File: src/bapd_pkg.sv
`default_nettype none
package bapd_pkg;

  localparam int SAMPLE_W      = 12;
  localparam int BLOCK_LOG2    = 5;
  localparam int BLOCK_SAMPLES = 1 << BLOCK_LOG2;
  localparam int SUM_W         = SAMPLE_W + BLOCK_LOG2;
  localparam int CNT_W         = (BLOCK_LOG2 > 0) ? BLOCK_LOG2 : 1;

  localparam int WINDOW_DEPTH  = 8;
  localparam int POS_W         = $clog2(WINDOW_DEPTH);
  localparam int MISS_W        = $clog2(WINDOW_DEPTH + 1);

  localparam int ALLOWED_W     = 4;
  localparam int CMP_W         = (MISS_W > ALLOWED_W) ? MISS_W : ALLOWED_W;
  localparam int CFG_W         = SAMPLE_W;
  localparam int CFG_IDX_W     = 2;

  localparam logic [SAMPLE_W-1:0]  THRESH_RESET  = 12'd1000;
  localparam logic [ALLOWED_W-1:0] ALLOWED_RESET = 4'd1;

  localparam int FIFO_DEPTH    = 2;
  localparam int FIFO_AW       = $clog2(FIFO_DEPTH);
  localparam int FIFO_CW       = $clog2(FIFO_DEPTH + 1);

  typedef enum logic [CFG_IDX_W-1:0] {
    REG_THRESHOLD = 2'd0,
    REG_ALLOWED   = 2'd1
  } cfg_reg_t;

  typedef struct packed {
    logic [SAMPLE_W-1:0] voltage_mean;
    logic [SAMPLE_W-1:0] detect_mean;
  } mean_pair_t;

  typedef struct packed {
    logic full;
    logic empty;
  } fifo_stat_t;

endpackage
`default_nettype wire

File: src/block_average_presence_detector_top.sv
// with no output stall a result passes from the two-entry mean queue into the output
// registers once the edge that takes the last pair of its block has written it to the queue
// throughput: one sample pair per cycle while in_stall is low, one result per 32 pairs
// in_stall rises only when the two-entry mean queue is full behind a stalled output
// reset (rst, synchronous, active high) clears sums, pair count, detect window and queue,
// and sets the presence threshold to 1000 and allowed_misses to 1
`default_nettype none
module block_average_presence_detector_top import bapd_pkg::*; (
  input  wire logic                 clk,
  input  wire logic                 rst,
  input  wire logic                 in_valid,
  output logic                      in_stall,
  input  wire logic [SAMPLE_W-1:0]  voltage_sample,
  input  wire logic [SAMPLE_W-1:0]  detect_sample,
  output logic                      out_valid,
  input  wire logic                 out_stall,
  output logic [SAMPLE_W-1:0]       voltage_mean,
  output logic [SAMPLE_W-1:0]       detect_mean,
  output logic                      detected,
  input  wire logic                 cfg_we,
  input  wire logic [CFG_IDX_W-1:0] cfg_index,
  input  wire logic [CFG_W-1:0]     cfg_data
);

  logic [SAMPLE_W-1:0]  presence_threshold;
  logic [ALLOWED_W-1:0] allowed_misses;
  fifo_stat_t           q_stat;
  mean_pair_t           push_data, pop_data;
  logic                 push, pop;

  always_ff @(posedge clk) begin
    if (rst) begin
      presence_threshold <= THRESH_RESET;
      allowed_misses     <= ALLOWED_RESET;
    end else if (cfg_we) begin
      case (cfg_index)
        REG_THRESHOLD: presence_threshold <= cfg_data[SAMPLE_W-1:0];
        REG_ALLOWED:   allowed_misses     <= cfg_data[ALLOWED_W-1:0];
        default: ;
      endcase
    end
  end

  bapd_front u_front (
    .clk            (clk),
    .rst            (rst),
    .in_valid       (in_valid),
    .in_stall       (in_stall),
    .voltage_sample (voltage_sample),
    .detect_sample  (detect_sample),
    .q_stat         (q_stat),
    .push           (push),
    .push_data      (push_data)
  );

  bapd_fifo u_fifo (
    .clk       (clk),
    .rst       (rst),
    .push      (push),
    .push_data (push_data),
    .pop       (pop),
    .pop_data  (pop_data),
    .stat      (q_stat)
  );

  bapd_back u_back (
    .clk                (clk),
    .rst                (rst),
    .q_stat             (q_stat),
    .q_data             (pop_data),
    .pop                (pop),
    .presence_threshold (presence_threshold),
    .allowed_misses     (allowed_misses),
    .out_valid          (out_valid),
    .out_stall          (out_stall),
    .voltage_mean       (voltage_mean),
    .detect_mean        (detect_mean),
    .detected           (detected)
  );

endmodule
`default_nettype wire

File: src/bapd_front.sv
`default_nettype none
module bapd_front import bapd_pkg::*; (
  input  wire logic                clk,
  input  wire logic                rst,
  input  wire logic                in_valid,
  output logic                     in_stall,
  input  wire logic [SAMPLE_W-1:0] voltage_sample,
  input  wire logic [SAMPLE_W-1:0] detect_sample,
  input  wire fifo_stat_t          q_stat,
  output logic                     push,
  output mean_pair_t               push_data
);

  logic [SUM_W-1:0] voltage_sum, voltage_sum_next;
  logic [SUM_W-1:0] detect_sum, detect_sum_next;
  logic [CNT_W-1:0] block_count;
  logic             accept, last;

  assign in_stall = q_stat.full;
  assign accept   = in_valid && !in_stall;
  assign last     = (block_count == CNT_W'(BLOCK_SAMPLES - 1));
  assign push     = accept && last;

  assign voltage_sum_next = voltage_sum + SUM_W'(voltage_sample);
  assign detect_sum_next  = detect_sum + SUM_W'(detect_sample);

  // power-of-two block, so the mean is the upper bits
  assign push_data.voltage_mean = voltage_sum_next[SUM_W-1:BLOCK_LOG2];
  assign push_data.detect_mean  = detect_sum_next[SUM_W-1:BLOCK_LOG2];

  always_ff @(posedge clk) begin
    if (rst) begin
      voltage_sum <= '0;
      detect_sum  <= '0;
      block_count <= '0;
    end else if (accept) begin
      if (last) begin
        voltage_sum <= '0;
        detect_sum  <= '0;
        block_count <= '0;
      end else begin
        voltage_sum <= voltage_sum_next;
        detect_sum  <= detect_sum_next;
        block_count <= block_count + CNT_W'(1);
      end
    end
  end

endmodule
`default_nettype wire

File: src/bapd_fifo.sv
`default_nettype none
module bapd_fifo import bapd_pkg::*; (
  input  wire logic       clk,
  input  wire logic       rst,
  input  wire logic       push,
  input  wire mean_pair_t push_data,
  input  wire logic       pop,
  output mean_pair_t      pop_data,
  output fifo_stat_t      stat
);

  mean_pair_t           entries [FIFO_DEPTH];
  logic [FIFO_AW-1:0]   wr_ptr, rd_ptr;
  logic [FIFO_CW-1:0]   count;
  logic                 do_push, do_pop;

  assign stat.full  = (count == FIFO_CW'(FIFO_DEPTH));
  assign stat.empty = (count == '0);
  assign do_push    = push && !stat.full;
  assign do_pop     = pop && !stat.empty;
  assign pop_data   = entries[rd_ptr];

  always_ff @(posedge clk) begin
    if (do_push) begin
      entries[wr_ptr] <= push_data;
    end
  end

  always_ff @(posedge clk) begin
    if (rst) begin
      wr_ptr <= '0;
      rd_ptr <= '0;
      count  <= '0;
    end else begin
      if (do_push) begin
        wr_ptr <= wr_ptr + FIFO_AW'(1);
      end
      if (do_pop) begin
        rd_ptr <= rd_ptr + FIFO_AW'(1);
      end
      if (do_push && !do_pop) begin
        count <= count + FIFO_CW'(1);
      end else if (do_pop && !do_push) begin
        count <= count - FIFO_CW'(1);
      end
    end
  end

endmodule
`default_nettype wire

File: src/bapd_back.sv
`default_nettype none
module bapd_back import bapd_pkg::*; (
  input  wire logic                 clk,
  input  wire logic                 rst,
  input  wire fifo_stat_t           q_stat,
  input  wire mean_pair_t           q_data,
  output logic                      pop,
  input  wire logic [SAMPLE_W-1:0]  presence_threshold,
  input  wire logic [ALLOWED_W-1:0] allowed_misses,
  output logic                      out_valid,
  input  wire logic                 out_stall,
  output logic [SAMPLE_W-1:0]       voltage_mean,
  output logic [SAMPLE_W-1:0]       detect_mean,
  output logic                      detected
);

  logic [SAMPLE_W-1:0] detect_window [WINDOW_DEPTH];
  logic [POS_W-1:0]    window_position;
  logic [MISS_W-1:0]   miss_count;
  logic                detected_next;

  assign pop = !q_stat.empty && (!out_valid || !out_stall);

  // misses over the window as it stands after this write
  always_comb begin
    miss_count = '0;
    for (int i = 0; i < WINDOW_DEPTH; i++) begin
      if (POS_W'(i) == window_position) begin
        if (q_data.detect_mean <= presence_threshold) begin
          miss_count = miss_count + MISS_W'(1);
        end
      end else if (detect_window[i] <= presence_threshold) begin
        miss_count = miss_count + MISS_W'(1);
      end
    end
  end

  assign detected_next = (CMP_W'(miss_count) <= CMP_W'(allowed_misses));

  always_ff @(posedge clk) begin
    if (rst) begin
      for (int i = 0; i < WINDOW_DEPTH; i++) begin
        detect_window[i] <= '0;
      end
      window_position <= '0;
      out_valid       <= 1'b0;
    end else begin
      if (pop) begin
        detect_window[window_position] <= q_data.detect_mean;
        if (window_position == POS_W'(WINDOW_DEPTH - 1)) begin
          window_position <= '0;
        end else begin
          window_position <= window_position + POS_W'(1);
        end
        out_valid <= 1'b1;
      end else if (!out_stall) begin
        out_valid <= 1'b0;
      end
    end
  end

  always_ff @(posedge clk) begin
    if (pop) begin
      voltage_mean <= q_data.voltage_mean;
      detect_mean  <= q_data.detect_mean;
      detected     <= detected_next;
    end
  end

endmodule
`default_nettype wire

File: config.mk
export PLATFORM = sky130hd
export DESIGN_NAME = block_average_presence_detector_top
export DESIGN_NICKNAME = d
export VERILOG_FILES = /design/src/bapd_pkg.sv /design/src/block_average_presence_detector_top.sv /design/src/bapd_front.sv /design/src/bapd_fifo.sv /design/src/bapd_back.sv
export SDC_FILE = /design/constraint.sdc
export NUM_CORES = 1
export LEC_CHECK = 0
export BUFFER_PORTS_ARGS = -buffer_cell sky130_fd_sc_hd__buf_2
export CAP_MARGIN = 10
export CORE_MARGIN = 2
export CORE_UTILIZATION = 40
export DETAILED_ROUTE_END_ITERATION = 7
export PLACE_DENSITY_LB_ADDON = 0.3
export SLEW_MARGIN = 20
export SYNTH_ARGS = -nofsm -noshare
export SYNTH_HDL_FRONTEND = slang
export SYNTH_SLANG_ARGS = --single-unit
File: constraint.sdc
create_clock -name clk -period 20.5 [get_ports clk]
set_input_delay 1.025 -clock clk [delete_from_list [all_inputs] [get_ports clk]]
set_output_delay 1.025 -clock clk [all_outputs]
set_load 0.1 [all_outputs]
==> flow_metrics.py, run 1 <==
metrics = {
    "outcome": {
        "status": "finished, final reports clean",
    },
    "cts": {
        "htreeDepth": 1,
        "post_cts_resized": 0,
        "clk_pin_slew_worst_paths_ns": 0.06,
        "cts_setup_buffers": 0,
        "clock_sinks": 233,
        "cts_hold_buf": 0,
        "cts_buffers": 25,
        "root_buffer": "clkbuf_16",
        "clockBufferDepth": 3,
        "cts_tree": "yes",
        "clkLatencyLatePin_ns": 0.52,
    },
    "timing": {
        "final.setup.tns_ns": 0,
        "final-setup-viol-count": 0,
        "fmax_ghz": 0.117,
        "rsz0062_at_grt": "no",
        "hold_viol_final": 0,
        "slew_headroom_pct": 26.1,
        "slew_violations": 0,
        "worst_pin_slew_ns": 1.11,
        "hold_slack_ns": 0.463,
        "clock_skew_ns": 0.0115,
        "period_needed_ns": 8.56,
        "period_share_pct": 41.7,
    },
    "synth": {
        "syn_area_um2": 12800,
        "ys_warn_count": 0,
        "syn-num-nets": 1392,
        "synth_edf_count": 169,
        "avgSynthCellArea_um2": 10.8,
        "yosys_register_bits": 233,
        "async_flop_share_pct": 0,
        "ys_seq_area_share_pct": 49.5,
        "ys_types": 64,
        "synthFlopType": "edfxtp_1",
        "syn_inst": 1194,
    },
    "floorplanning": {
        "dieArea_um2": 33500,
        "initial_core_util_pct": 40.7,
        "die_h_um": 183,
        "num_rows": 65,
        "coreArea_um2": 31600,
        "die-width_um": 183,
        "top_level_ports": 70,
    },
    "critical_path": {
        "cp_data_required_time_ns": 20.78,
        "end_kind": "flop",
        "slowest_stage": "mux2i_1",
        "r2r_slack_ns": 11.94,
        "startpoint_type": "flop",
        "path_common_cell": "ha_1",
        "arrival_ns": 8.83,
        "critPathKind": "reg -> reg",
        "critPathMaxFanout": 24,
        "critPathMaxStageDelay_ns": 0.70,
    },
    "cells_and_area": {
        "layout.nets": 1474,
        "drive_above_1_share_pct": 13.4,
        "mostFrequentLayoutCells": "nor2_1 (180), edfxtp_1 (169), ha_1 (153)",
        "n_antenna_cell": 0,
        "finalNonFillerCells": 1697,
        "final_common_cell": "nor2_1",
        "fin_util_pct": 46.1,
        "area_growth_pct": 13.4,
    },
    "job": {
        "drv_cap": 0,
    },
    "global_route": {
        "met1_usage_pct": 22.4,
        "grt_busiest_layer": "met2",
        "grt_pass1_wl_um": 47100,
        "grt_use_met2_pct": 31.2,
        "grt_pass1_vias": 9027,
        "grt_use_total_pct": 17.9,
        "grtUsageMet3_pct": 2.60,
        "grt_max_degree": 75,
        "grt_remaining_overflow": 0,
        "antenna_found_initial": 0,
    },
    "worst_hold_path": {
        "worstHoldPathType": "reg -> reg",
    },
    "routing": {
        "drtAntennaViolNets": 0,
        "drtPass1Iterations": 5,
        "wl_per_cell_um": 17.5,
        "wirelength_um": 29700,
        "drt_iter0_drc": 584,
        "drt-vias-per-instance": 5.40,
        "drc": 0,
        "vias": 9170,
    },
    "power": {
        "peakVddDrop_uv": 64.6,
        "power_density_nw_per_um2": 81.4,
        "p_leak_nw": 5.99,
    },
    "placed_design": {
        "dp_hpwl_um": 20500,
        "place.gp.congestion": 0.847,
        "portBuffers": 69,
        "dpl.cell_count": 1651,
    },
}
==> synthesized netlist by cell type (18+ instances only) <==
cell type / n / area [um^2]
nor2_1: 181 / 679
edfxtp_1: 169 / 5070
ha_1: 153 / 1910
inv_1: 73 / 274
a21oi_1: 71 / 355
dfxtp_1: 64 / 1280
nand2_1: 58 / 218
o21ai_0: 37 / 185
nand4_1: 34 / 213
clkbuf_1: 33 / 124
a21o_1: 26 / 195
xnor2_1: 24 / 210
nor3_1: 23 / 115
mux2i_1: 19 / 190
nor2b_1: 19 / 119
mux2_2: 18 / 203
nand2b_1: 18 / 113
==> state kept, by name (all words and copies together), names as in the netlist, 5 cells and up, named ones only <==
name and cells:
presence_threshold 12, u_back.detect_mean 12, u_back.detect_window 96, u_back.voltage_mean 12
u_fifo.entries 48, u_front.block_count 5, u_front.detect_sum 17, u_front.voltage_sum 17
==> path summary, 6_finish.rpt <==
kind / from / endpoint / cells past startpoint
worst max-delay path: flop / u_back.detected$_DFFE_PP_ / 33
worst min-delay path: u_front.voltage_sum[10]$_SDFFE_PP0P_ / u_front.voltage_sum[10]$_SDFFE_PP0P_ / 2
worst max register to register: flop / u_back.detected$_DFFE_PP_ / 33
worst min register to register: u_front.voltage_sum[10]$_SDFFE_PP0P_ / u_front.voltage_sum[10]$_SDFFE_PP0P_ / 2
==> power breakdown <==
part	switching (mW)	leakage, nW	total [mW]	internal, mW
logic	0.112	3.47	0.201	0.0887
clock network	0.187	0.408	0.449	0.262
registers	0.00829	2.11	0.535	0.526
total	0.307	5.99	1.18	0.878
==> metrics by stage <==
stage / instance area (um^2) / power, mW / setup slack [ns]
6_report: 14600 / 1.18 / 11.94
5_1_grt: 14600 / 1.24 / 11.29
4_1_cts: 14600 / 1.19 / 11.97
3_5_place_dp: 13700 / 0.745 / 12.00
3_3_place_gp: 13700 / 0.738 / 12.29
2_1_floorplan: 12800 / 0.697 / 12.56
==> critical path, delay by kind of cell, from the launching register on <==
family,cells,cell delay (ns)
AO/OA/AOI/OAI,9,1.73
adder cells (fa/ha/maj),9,2.69
buffers and inverters,5,0.95
flip-flops,1,0.31
multiplexers,7,2.27
AND/OR/NAND/NOR,3,0.33
==> cells by family (layout without fill, tap and decap cells) <==
| group | count (synthesis) | count (layout) | synth area share [%] |
|---|---|---|---|
| AND/OR/NAND/NOR | 396 | 396 | 14.7 |
| flip-flops | 233 | 233 | 49.5 |
| AO/OA/AOI/OAI | 222 | 222 | 11.5 |
| adder cells (fa/ha/maj) | 155 | 155 | 15.2 |
| buffers and inverters | 114 | 215 | 3.35 |
| XOR/XNOR | 37 | 37 | 2.73 |
| multiplexers | 37 | 37 | 3.06 |
==> metal layers <==
layer / wire length, um / part of all wire (%)
met4: 1260 / 4.3
met3: 1090 / 3.7
met5: 0 / 0
met2: 14300 / 48
met1: 13000 / 44
==> cell type report <==
type	count	area (um^2)
Clock buffer	34	731
Inverter	75	282
Sequential cell	233	6360
Fill cell	2933	17000
Tap cell	402	503
Multi-Input combinational cell	847	6060
Timing Repair Buffer	94	533
Clock inverter	12	92.6
(Power assumes the default switching activity.)
==> run 2: changes to the inputs <==
==> constraint.sdc (replaced) <==
create_clock -name clk -period 8 [get_ports clk]
set_input_delay 0.4 -clock clk [delete_from_list [all_inputs] [get_ports clk]]
set_output_delay 0.4 -clock clk [all_outputs]
set_load 0.1 [all_outputs]
==> flow_metrics.py, run 2 (synthesized netlist as in run 1, its figures left out) <==
metrics = {
    "critical_path": {
        "arrival_ns": 7.76,
        "cp_top_family": "adder cells",
        "critPathMaxStageDelay_ns": 0.33,
        "cp_data_required_time_ns": 8.27,
        "critPathMaxFanout": 13,
        "slowest_stage": "dfxtp_1",
        "path_buf_inv": 7,
        "path_common_cell": "ha_1",
        "critPathKind": "reg -> reg",
        "startpoint_type": "flop",
        "end_kind": "flop",
    },
    "cells_and_area": {
        "largest_register_ffs": 96,
        "mostFrequentLayoutCells": "nor2_1 (180), edfxtp_1 (169), ha_1 (153)",
        "regMostFlops": "u_back.detect_window",
        "area_growth_pct": 14.8,
        "layout.nets": 1485,
        "drive_above_1_share_pct": 14.1,
        "final_common_cell": "nor2_1",
        "reg.largest.list": "u_back.detect_window: 96 flops, u_fifo.entries: 48 flops",
        "finalNonFillerCells": 1708,
        "n_antenna_cell": 0,
    },
    "routing": {
        "wl_per_cell_um": 18.0,
        "drtAntennaViolNets": 0,
        "drtPass1Iterations": 5,
        "drt_iter0_drc": 614,
        "drc": 0,
        "drt-vias-per-instance": 5.37,
        "wirelength_um": 30700,
        "vias": 9168,
    },
    "timing": {
        "hold_viol_final": 0,
        "slew_headroom_pct": 32.6,
        "period_share_pct": 93.6,
        "final.setup.tns_ns": 0,
        "worst_pin_slew_ns": 1.00,
        "hold_slack_ns": 0.0868,
        "clock_skew_ns": 0.0104,
        "final-setup-viol-count": 0,
        "setup_ws_ns": 0.513,
        "fmax_ghz": 0.134,
        "rsz0062_at_grt": "no",
        "slew_violations": 0,
        "period_needed_ns": 7.49,
    },
    "power": {
        "pwr-share-comb_pct": 16.3,
        "total_power_mw": 3.17,
        "p_clk_share_pct": 40.6,
        "power_density_nw_per_um2": 215,
        "power.net_switching_uw": 796,
        "p_leak_nw": 6.08,
        "seqPwrFrac_pct": 43.1,
        "internal-power_mw": 2.38,
        "peakVddDrop_uv": 145,
        "swShare_pct": 25.1,
    },
    "placed_design": {
        "dpl.cell_count": 1661,
        "place.gp.congestion": 0.868,
        "dp_slack_ns": 0.503,
        "portBuffers": 69,
        "dp_hpwl_um": 21400,
    },
    "global_route": {
        "grt_max_degree": 50,
        "antenna_found_initial": 1,
        "grt_pass1_wl_um": 49100,
        "grt_use_total_pct": 18.8,
        "grt_pass1_vias": 9162,
        "grt_remaining_overflow": 0,
    },
    "cts": {
        "clockBufferDepth": 3,
        "clk_pin_slew_worst_paths_ns": 0.06,
        "cts_setup_buffers": 0,
        "post_cts_resized": 0,
        "root_buffer": "clkbuf_16",
        "clock_sinks": 233,
        "clkLatencyLatePin_ns": 0.52,
        "cts_buffers": 26,
        "cts_hold_buf": 0,
        "cts_tree": "yes",
        "htreeDepth": 1,
    },
    "floorplanning": {
        "die-width_um": 183,
        "top_level_ports": 70,
        "coreArea_um2": 31600,
        "initial_core_util_pct": 40.7,
        "dieArea_um2": 33500,
        "die_h_um": 183,
        "num_rows": 65,
    },
    "job": {
        "drv_cap": 0,
    },
    "worst_hold_path": {
        "worstHoldPathType": "in -> reg",
    },
    "outcome": {
        "status": "finished, final reports clean",
    },
}
[run 2: final cells by class]
type	count	area (um^2)
fill	2878	16800
multi-input combinational	847	6060
clock buffer	34	722
sequential	233	6360
timing repair buffer	104	608
inverter	75	282
tap	402	503
clock inverter	13	208
[run 2: layer usage]
metal  share of wire, %  global-route usage [%]  up-vias
met5              0.059                       0        -
met4                3.5                    6.11        2
met3                4.1                    2.66       64
met1                 46                    24.9     4359
met2                 46                    31.6      199
li1                   -                       -     4544
[run 2: stage by stage]
| stage | cell area, um^2 | utilization, % |
|---|---|---|
| after detailed placement | 13800 | 43.8 |
| after global routing | 14700 | 46.7 |
| after floorplan | 12800 | - |
| after global placement | 13800 | 43.8 |
| after CTS | 14700 | 46.7 |
| final | 14700 | 46.7 |
[run 2: power groups by stage]
stage	sequential (mW)	combinational (mW)	clock (mW)
after floorplan	1.39	0.399	0
final	1.37	0.518	1.29
after global routing	1.37	0.594	1.36
after detailed placement	1.40	0.518	0
after global placement	1.39	0.500	0
after CTS	1.37	0.521	1.31
[run 2: worst paths after layout]
path | start | end | slack [ns] | depth (start not counted)
setup reg to reg | flop | u_back.detected$_DFFE_PP_ | 0.51 | 34
hold / removal | cfg_data[8] | presence_threshold[8]$_SDFFE_PP1P_ | 0.09 | 2
setup / recovery | flop | u_back.detected$_DFFE_PP_ | 0.51 | 34
hold reg to reg | u_front.voltage_sum[10]$_SDFFE_PP0P_ | u_front.voltage_sum[10]$_SDFFE_PP0P_ | 0.46 | 2
